==> config.mk <==
export PLATFORM = sky130hd
export DESIGN_NAME = detection_row_decode_core
export DESIGN_NICKNAME = d
export VERILOG_FILES = /design/src/drd_pkg.sv /design/src/drd_front.sv /design/src/drd_queue.sv /design/src/drd_back.sv /design/src/detection_row_decode_core.sv
export SDC_FILE = /design/constraint.sdc
export NUM_CORES = 2
export LEC_CHECK = 0
export BUFFER_PORTS_ARGS = -buffer_cell sky130_fd_sc_hd__buf_2
export CAP_MARGIN = 20
export CORE_UTILIZATION = 40
export DETAILED_ROUTE_END_ITERATION = 6
export HOLD_SLACK_MARGIN = 0.03
export SKIP_CTS_REPAIR_TIMING = 1
export SLEW_MARGIN = 20
export SYNTH_ARGS = -nofsm -noshare
export SYNTH_HDL_FRONTEND = slang
export SYNTH_SLANG_ARGS = --single-unit
==> constraint.sdc <==
create_clock -name clk -period 15.1 [get_ports clk]
set_clock_uncertainty 0.15 [all_clocks]
set_input_delay 1.51 -clock clk [delete_from_list [all_inputs] [get_ports clk]]
set_output_delay 1.51 -clock clk [all_outputs]
set_load 0.05 [all_outputs]
==> src/drd_pkg.sv <==
// shared types and constants of the detection row decoder
package drd_pkg;

	localparam int BOX_VALUES = 4;
	localparam int CFG_IDX_W  = 2;
	localparam int CFG_DATA_W = 16;
	localparam int SCORE_W    = 16;
	localparam int DIM_W      = 13;
	localparam int POS_W      = 12;
	localparam int CLASS_W    = 6;

	localparam logic [CFG_IDX_W-1:0] CFG_SCORE_THRESHOLD = 2'd0;
	localparam logic [CFG_IDX_W-1:0] CFG_FRAME_WIDTH     = 2'd1;
	localparam logic [CFG_IDX_W-1:0] CFG_FRAME_HEIGHT    = 2'd2;

	localparam logic [SCORE_W-1:0] THRESHOLD_RESET    = 16'd16384;
	localparam logic [DIM_W-1:0]   FRAME_WIDTH_RESET  = 13'd640;
	localparam logic [DIM_W-1:0]   FRAME_HEIGHT_RESET = 13'd480;
	localparam logic [DIM_W-1:0]   DIM_MAX            = 13'd4096;

	typedef struct packed {
		logic [SCORE_W-1:0] cx;
		logic [SCORE_W-1:0] cy;
		logic [SCORE_W-1:0] w;
		logic [SCORE_W-1:0] h;
		logic [SCORE_W-1:0] best;
		logic [CLASS_W-1:0] cls;
	} row_rec_t;

	function automatic logic [DIM_W-1:0] frame_dim(input logic [DIM_W-1:0] v);
		logic [DIM_W-1:0] r;
		if (v == '0) begin
			r = 13'd1;
		end else if (v > DIM_MAX) begin
			r = DIM_MAX;
		end else begin
			r = v;
		end
		return r;
	endfunction

endpackage

==> src/drd_front.sv <==
// front end: row position tracking, box capture and running argmax
module drd_front #(
	parameter int NUM_CLASSES = 10
) (
	input  logic                            clk,
	input  logic                            arst_n,
	input  logic                            accept,
	input  logic [drd_pkg::SCORE_W-1:0]     sample,
	input  logic [drd_pkg::SCORE_W-1:0]     threshold,
	output logic                            push,
	output drd_pkg::row_rec_t               rec
);

	localparam int ROW_LEN = drd_pkg::BOX_VALUES + NUM_CLASSES;
	localparam int CNT_W   = $clog2(ROW_LEN);

	logic [CNT_W-1:0]                 pos_q;
	logic [drd_pkg::SCORE_W-1:0]      best_q;
	logic [drd_pkg::CLASS_W-1:0]      cls_q;
	logic [drd_pkg::SCORE_W-1:0]      box_q [drd_pkg::BOX_VALUES];

	logic                             in_box;
	logic                             last;
	logic                             better;
	logic [CNT_W-1:0]                 cls_raw;
	logic [drd_pkg::SCORE_W-1:0]      best_nxt;
	logic [drd_pkg::CLASS_W-1:0]      cls_nxt;

	assign in_box   = pos_q < CNT_W'(drd_pkg::BOX_VALUES);
	assign last     = pos_q == CNT_W'(ROW_LEN - 1);
	assign better   = sample > best_q;
	assign cls_raw  = pos_q - CNT_W'(drd_pkg::BOX_VALUES);
	assign best_nxt = better ? sample : best_q;
	assign cls_nxt  = better ? drd_pkg::CLASS_W'(cls_raw) : cls_q;

	assign push     = accept && last && (best_nxt > threshold);
	assign rec.cx   = box_q[0];
	assign rec.cy   = box_q[1];
	assign rec.w    = box_q[2];
	assign rec.h    = box_q[3];
	assign rec.best = best_nxt;
	assign rec.cls  = cls_nxt;

	always_ff @(posedge clk or negedge arst_n) begin
		if (!arst_n) begin
			pos_q  <= '0;
			best_q <= '0;
			cls_q  <= '0;
		end else if (accept) begin
			if (last) begin
				pos_q  <= '0;
				best_q <= '0;
				cls_q  <= '0;
			end else begin
				pos_q <= pos_q + CNT_W'(1);
				if (!in_box) begin
					best_q <= best_nxt;
					cls_q  <= cls_nxt;
				end
			end
		end
	end

	always_ff @(posedge clk) begin
		if (accept && in_box) begin
			box_q[pos_q[1:0]] <= sample;
		end
	end

endmodule

==> src/drd_queue.sv <==
// short row queue between front end and back end
module drd_queue #(
	parameter int DEPTH = 2
) (
	input  logic              clk,
	input  logic              arst_n,
	input  logic              push,
	input  drd_pkg::row_rec_t wr_rec,
	output logic              full,
	output logic              not_empty,
	input  logic              pop,
	output drd_pkg::row_rec_t rd_rec
);

	localparam int PTR_W = $clog2(DEPTH);
	localparam int CNT_W = $clog2(DEPTH + 1);

	drd_pkg::row_rec_t mem_q [DEPTH];
	logic [PTR_W-1:0]  wr_ptr_q;
	logic [PTR_W-1:0]  rd_ptr_q;
	logic [CNT_W-1:0]  cnt_q;

	assign full      = cnt_q == CNT_W'(DEPTH);
	assign not_empty = cnt_q != '0;
	assign rd_rec    = mem_q[rd_ptr_q];

	always_ff @(posedge clk or negedge arst_n) begin
		if (!arst_n) begin
			wr_ptr_q <= '0;
			rd_ptr_q <= '0;
			cnt_q    <= '0;
		end else begin
			if (push) begin
				wr_ptr_q <= (wr_ptr_q == PTR_W'(DEPTH - 1)) ? '0 : wr_ptr_q + PTR_W'(1);
			end
			if (pop) begin
				rd_ptr_q <= (rd_ptr_q == PTR_W'(DEPTH - 1)) ? '0 : rd_ptr_q + PTR_W'(1);
			end
			if (push && !pop) begin
				cnt_q <= cnt_q + CNT_W'(1);
			end else if (pop && !push) begin
				cnt_q <= cnt_q - CNT_W'(1);
			end
		end
	end

	always_ff @(posedge clk) begin
		if (push) begin
			mem_q[wr_ptr_q] <= wr_rec;
		end
	end

endmodule

==> src/drd_back.sv <==
// back end: box scaling to pixels, clamping and output register
module drd_back (
	input  logic                          clk,
	input  logic                          arst_n,
	input  logic                          q_valid,
	input  drd_pkg::row_rec_t             q_rec,
	output logic                          q_pop,
	input  logic [drd_pkg::DIM_W-1:0]     fw,
	input  logic [drd_pkg::DIM_W-1:0]     fh,
	output logic                          out_valid,
	input  logic                          out_stall,
	output logic [drd_pkg::POS_W-1:0]     box_left,
	output logic [drd_pkg::POS_W-1:0]     box_top,
	output logic [drd_pkg::DIM_W-1:0]     box_width,
	output logic [drd_pkg::DIM_W-1:0]     box_height,
	output logic [drd_pkg::SCORE_W-1:0]   best_score,
	output logic [drd_pkg::CLASS_W-1:0]   class_index
);

	localparam int NUM_W  = drd_pkg::SCORE_W + 1;
	localparam int PPOS_W = NUM_W + drd_pkg::DIM_W;
	localparam int PLEN_W = drd_pkg::SCORE_W + drd_pkg::DIM_W;
	localparam int RAW_W  = drd_pkg::DIM_W + 1;

	function automatic logic [NUM_W-1:0] pos_num(input logic [drd_pkg::SCORE_W-1:0] c,
		input logic [drd_pkg::SCORE_W-1:0] s);
		logic signed [NUM_W:0] num;
		num = $signed({1'b0, c, 1'b0}) - $signed({2'b00, s});
		return (num <= 0) ? '0 : num[NUM_W-1:0];
	endfunction

	function automatic logic [drd_pkg::POS_W+drd_pkg::DIM_W-1:0] axis_fin(
		input logic [PPOS_W-1:0] ppos, input logic [PLEN_W-1:0] plen,
		input logic [drd_pkg::DIM_W-1:0] dim);
		logic [RAW_W-1:0]          pos_raw;
		logic [RAW_W-1:0]          len_raw;
		logic [drd_pkg::DIM_W-1:0] dm1;
		logic [drd_pkg::DIM_W-1:0] pos;
		logic [drd_pkg::DIM_W-1:0] room;
		logic [drd_pkg::DIM_W-1:0] len;
		pos_raw = ppos[PPOS_W-1:16];
		len_raw = plen[PLEN_W-1:15];
		dm1     = dim - drd_pkg::DIM_W'(1);
		pos     = (pos_raw > {1'b0, dm1}) ? dm1 : pos_raw[drd_pkg::DIM_W-1:0];
		room    = dim - pos;
		len     = (len_raw > {1'b0, room}) ? room : len_raw[drd_pkg::DIM_W-1:0];
		return {pos[drd_pkg::POS_W-1:0], len};
	endfunction

	logic [drd_pkg::DIM_W-1:0]   dim_w;
	logic [drd_pkg::DIM_W-1:0]   dim_h;
	logic                        s1_ready;
	logic                        s2_ready;

	logic                        valid_s1;
	logic [PPOS_W-1:0]           ppos_x_s1;
	logic [PLEN_W-1:0]           plen_x_s1;
	logic [PPOS_W-1:0]           ppos_y_s1;
	logic [PLEN_W-1:0]           plen_y_s1;
	logic [drd_pkg::DIM_W-1:0]   dim_w_s1;
	logic [drd_pkg::DIM_W-1:0]   dim_h_s1;
	logic [drd_pkg::SCORE_W-1:0] best_s1;
	logic [drd_pkg::CLASS_W-1:0] cls_s1;

	logic                        valid_s2;

	assign dim_w    = drd_pkg::frame_dim(fw);
	assign dim_h    = drd_pkg::frame_dim(fh);
	assign s2_ready = !valid_s2 || !out_stall;
	assign s1_ready = !valid_s1 || s2_ready;
	assign q_pop    = q_valid && s1_ready;
	assign out_valid = valid_s2;

	always_ff @(posedge clk or negedge arst_n) begin
		if (!arst_n) begin
			valid_s1 <= 1'b0;
			valid_s2 <= 1'b0;
		end else begin
			if (s1_ready) begin
				valid_s1 <= q_valid;
			end
			if (s2_ready) begin
				valid_s2 <= valid_s1;
			end
		end
	end

	// multiply stage
	always_ff @(posedge clk) begin
		if (q_pop) begin
			ppos_x_s1 <= PPOS_W'(pos_num(q_rec.cx, q_rec.w)) * PPOS_W'(dim_w);
			plen_x_s1 <= PLEN_W'(q_rec.w) * PLEN_W'(dim_w);
			ppos_y_s1 <= PPOS_W'(pos_num(q_rec.cy, q_rec.h)) * PPOS_W'(dim_h);
			plen_y_s1 <= PLEN_W'(q_rec.h) * PLEN_W'(dim_h);
			dim_w_s1  <= dim_w;
			dim_h_s1  <= dim_h;
			best_s1   <= q_rec.best;
			cls_s1    <= q_rec.cls;
		end
	end

	// clamp stage and output register
	always_ff @(posedge clk) begin
		if (s2_ready && valid_s1) begin
			{box_left, box_width} <= axis_fin(ppos_x_s1, plen_x_s1, dim_w_s1);
			{box_top, box_height} <= axis_fin(ppos_y_s1, plen_y_s1, dim_h_s1);
			best_score            <= best_s1;
			class_index           <= cls_s1;
		end
	end

endmodule

==> src/detection_row_decode_core.sv <==
// top level of the detection row decoder
// after its row's last score transfer a box passes the row queue, the multiply stage and the output register
// throughput: one sample per cycle while in_stall is low; at most one box per 4 + NUM_CLASSES samples
// a two-entry row queue parts the sample front end from the two-stage scaling back end
// reset: asynchronous, clears row position, argmax, queue and pipeline valids
// reset also loads threshold 16384 and frame size 640 x 480
module detection_row_decode_core #(
	parameter int NUM_CLASSES = 10
) (
	input  logic                              clk,
	input  logic                              arst_n,
	input  logic                              cfg_write,
	input  logic [drd_pkg::CFG_IDX_W-1:0]     cfg_index,
	input  logic [drd_pkg::CFG_DATA_W-1:0]    cfg_data,
	input  logic                              in_valid,
	output logic                              in_stall,
	input  logic [drd_pkg::SCORE_W-1:0]       sample_value,
	output logic                              out_valid,
	input  logic                              out_stall,
	output logic [drd_pkg::POS_W-1:0]         box_left,
	output logic [drd_pkg::POS_W-1:0]         box_top,
	output logic [drd_pkg::DIM_W-1:0]         box_width,
	output logic [drd_pkg::DIM_W-1:0]         box_height,
	output logic [drd_pkg::SCORE_W-1:0]       best_score,
	output logic [drd_pkg::CLASS_W-1:0]       class_index
);

	logic [drd_pkg::SCORE_W-1:0] threshold_q;
	logic [drd_pkg::DIM_W-1:0]   frame_width_q;
	logic [drd_pkg::DIM_W-1:0]   frame_height_q;

	logic              accept;
	logic              push;
	logic              q_full;
	logic              q_valid;
	logic              q_pop;
	drd_pkg::row_rec_t wr_rec;
	drd_pkg::row_rec_t rd_rec;

	assign in_stall = q_full;
	assign accept   = in_valid && !in_stall;

	always_ff @(posedge clk or negedge arst_n) begin
		if (!arst_n) begin
			threshold_q    <= drd_pkg::THRESHOLD_RESET;
			frame_width_q  <= drd_pkg::FRAME_WIDTH_RESET;
			frame_height_q <= drd_pkg::FRAME_HEIGHT_RESET;
		end else if (cfg_write) begin
			unique case (cfg_index)
				drd_pkg::CFG_SCORE_THRESHOLD: begin
					threshold_q <= cfg_data;
				end
				drd_pkg::CFG_FRAME_WIDTH: begin
					frame_width_q <= cfg_data[drd_pkg::DIM_W-1:0];
				end
				drd_pkg::CFG_FRAME_HEIGHT: begin
					frame_height_q <= cfg_data[drd_pkg::DIM_W-1:0];
				end
				default: begin
				end
			endcase
		end
	end

	drd_front #(
		.NUM_CLASSES(NUM_CLASSES)
	) u_front (
		.clk       (clk),
		.arst_n    (arst_n),
		.accept    (accept),
		.sample    (sample_value),
		.threshold (threshold_q),
		.push      (push),
		.rec       (wr_rec)
	);

	drd_queue #(
		.DEPTH(2)
	) u_queue (
		.clk       (clk),
		.arst_n    (arst_n),
		.push      (push),
		.wr_rec    (wr_rec),
		.full      (q_full),
		.not_empty (q_valid),
		.pop       (q_pop),
		.rd_rec    (rd_rec)
	);

	drd_back u_back (
		.clk         (clk),
		.arst_n      (arst_n),
		.q_valid     (q_valid),
		.q_rec       (rd_rec),
		.q_pop       (q_pop),
		.fw          (frame_width_q),
		.fh          (frame_height_q),
		.out_valid   (out_valid),
		.out_stall   (out_stall),
		.box_left    (box_left),
		.box_top     (box_top),
		.box_width   (box_width),
		.box_height  (box_height),
		.best_score  (best_score),
		.class_index (class_index)
	);

endmodule

==> impl_metrics.env <==
export IMPL_final_cell_mix="926 x inv_1, 691 x nand2_1, 638 x fa_1"
export IMPL_io_buffers=112
export IMPL_gr_usage_all_layers_pct=20.8
export IMPL_grt_pass1_wl_um=195000
export IMPL_path_clk_slew_ps=60
export IMPL_slowest_delay_ps=720
export IMPL_dr_pass1_iters=5
export IMPL_nNetsFinal=5856
export IMPL_syn_area_sq_um=47700
export IMPL_cts_sinks=486
export IMPL_critPathCaptureType="flop"
export IMPL_gr_total_overflow=0
export IMPL_arrival_ps=11840
export IMPL_cp_top_family="compound AO/OA/AOI/OAI gates"
export IMPL_via_count=32600
export IMPL_min_from="u_back.best_s1[11]"
export IMPL_synth_simple_gate_area_share_pct=12.2
export IMPL_final_setup_tns_ps=0
export IMPL_start_kind="flop"
export IMPL_place_area_sq_um=50000
export IMPL_placementRows=126
export IMPL_ant_nets=0
export IMPL_finalCritPeriodShare_pct=77.0
export IMPL_worst_slew_margin_rel_pct=28.0
export IMPL_final_cells=6334
export IMPL_gp_congestion=0.920
export IMPL_setup_viol=0
export IMPL_yosys_warnings=0
export IMPL_final_common_cell="inv_1"
export IMPL_die_area_sq_um=121000
export IMPL_path_max_fanout=37
export IMPL_worst_pin_slew_ps=1070
export IMPL_synthCells=4697
export IMPL_yosys_register_bits=486
export IMPL_die_y_um=347
export IMPL_synth_fa_ha_area_share_pct=38.0
export IMPL_cts_made_buffers=53
export IMPL_antenna_found_initial=6
export IMPL_avgSynthCellArea_sq_um=10.2
export IMPL_synth_compound_area_share_pct=5.85
export IMPL_drcViolationCount=0
export IMPL_drv_slew=0
export IMPL_grt_max_degree=75
export IMPL_cts_max_level=2
export IMPL_yosys_cell_types_count=78
export IMPL_synthTopCellsByArea="fa_1 27%, edfxtp_1 26%, ha_1 11%"
export IMPL_status="complete, no violations"
export IMPL_post_dp_hpwl_um=94100
export IMPL_cts_tree="done"
export IMPL_cp_slowest_cell="a211oi_1"
export IMPL_n_antenna_cell=0
export IMPL_synth_fp_nets=5800
export IMPL_synth_edf_count=412
export IMPL_dieWidth_um=347
export IMPL_grt_pass1_vias=34000
export IMPL_synth_xor_area_share_pct=2.26
export IMPL_synth_top_family_by_area="adder cells"
export IMPL_boundaryPins=113
export IMPL_core_area_sq_um=118000
export IMPL_grt_setup_unrepaired="false"
export IMPL_clkLatencyLatePin_ps=650
export IMPL_layout_setup_ws_ps=3480
export IMPL_synth_top_area_cell="fa_1"
export IMPL_cp_required_ps=15320
export IMPL_viasPerCell=5.15
export IMPL_crit_path_start="u_queue.rd_ptr_q"
export IMPL_max_freq_mhz=86.1
export IMPL_cts_max_path_buffers=3
export IMPL_worstHoldPathType="reg -> reg"
export IMPL_regToRegStartpoint="u_queue.rd_ptr_q"
export IMPL_drt_total_wl_um=122000
export IMPL_cts_root_buf="clkbuf_16"
export IMPL_synth_top_cell_area_share_pct=26.8
export IMPL_finalHoldViolations=0
export IMPL_initial_utilization_pct=40.4
export IMPL_fin_crit_ps=11620
export IMPL_maxCapViolCount=0
export IMPL_synthArstFlopShare_pct=15.2
export IMPL_preCtsSetupSlack_ps=3620
export IMPL_ys_flop_type="edfxtp_1"
export IMPL_drt_iter0_drc=2403
export IMPL_dpl_cell_count=6234
export IMPL_wire_per_inst_um=19.3
export IMPL_syn_to_final_growth_pct=8.65
export IMPL_drive_gt1_share_pct=8.63
export IMPL_synth_seq_area_share_pct=29.8
export IMPL_crit_type="reg -> reg"
export IMPL_synth_mux_area_share_pct=3.17
export IMPL_stdcell_area_sq_um=51800
export IMPL_path_buf_inv=6
export IMPL_critPathMostFrequentCell="fa_1"
## cells in the mapped netlist (47+ instances only)
cell        n
a21o_1     58
a21oi_1    88
clkbuf_1  158
dfrtp_1    67
edfxtp_1  412
fa_1      638
ha_1      426
inv_1     927
mux2_2    112
nand2_1   691
nor2_1    363
nor3_1     82
o21a_1     55
o21ai_0    95
xnor2_1    76
xor2_1     47
## path summary, 6_finish.rpt
| kind | end | slack [ps] | depth (start not counted) |
|---|---|---|---|
| worst max-delay path | u_back.ppos_x_s1[29] | 3480 | 34 |
| worst min-delay path | u_back.best_score[11] | 270 | 0 |
| min in group asynchronous | threshold_q[5] | 860 | 1 |
| worst min register to register | u_back.best_score[11] | 270 | 0 |
| worst max register to register | u_back.ppos_x_s1[29] | 3480 | 34 |
| max in group asynchronous | u_queue.rd_ptr_q | 13160 | 1 |
## worst register-to-register path, delay by kind of cell (launching register included)
family	cells	cell delay (ps)
XOR/XNOR	1	100
adder cells (fa/ha/maj)	7	3160
multiplexers	1	720
AO/OA/AOI/OAI	12	3860
AND/OR/NAND/NOR	7	1260
flip-flops	1	660
buffers and inverters	6	1470
## sequential cells by signal, summed over array words and instances (netlist names), 14 cells and up
signal and cells:
u_queue.mem_q 172, threshold_q 16, u_front.box_q 64, u_back.best_score 16, u_back.ppos_y_s1 14, u_back.best_s1 16
u_back.ppos_x_s1 14, u_back.plen_x_s1 14, u_front.best_q 16, u_back.plen_y_s1 14
## cell families after synthesis
logic type      Yosys count
mux                     136
simple gates           1359
xor+xnor                123
buf+inv                1109
flops                   486
fa+ha+maj              1064
compound gates          420
## area by class of cell
cell class / instances / area (sq um)
clock buffers: 60 / 1400
clock inverters: 40 / 407
fillers: 11200 / 66300
inverters: 943 / 3540
multi-input cells: 3102 / 29300
flip-flops and latches: 486 / 14200
well taps: 1536 / 1920
repair buffers: 167 / 976
## routing by layer
layer	track usage (%)	vias to the layer above	part of all wire (%)
met1	29.8	16400	46
met2	32.7	1043	45
li1	-	15000	-
met4	4.80	6	2.1
met5	0	-	0.031
met3	3.64	166	7.2
## metrics by stage
| step | hold slack (ps) | util (%) |
|---|---|---|
| 6_report | 270 | 43.9 |
| 5_1_grt | 282 | 43.9 |
| 4_1_cts | 272 | 43.9 |
| 3_5_place_dp | 257 | 42.4 |
| 3_3_place_gp | 254 | 42.4 |
| 2_1_floorplan | 250 | - |
Power is not shown: default switching activity piles up to over one toggle a cycle in this logic, so the estimate is an artifact.
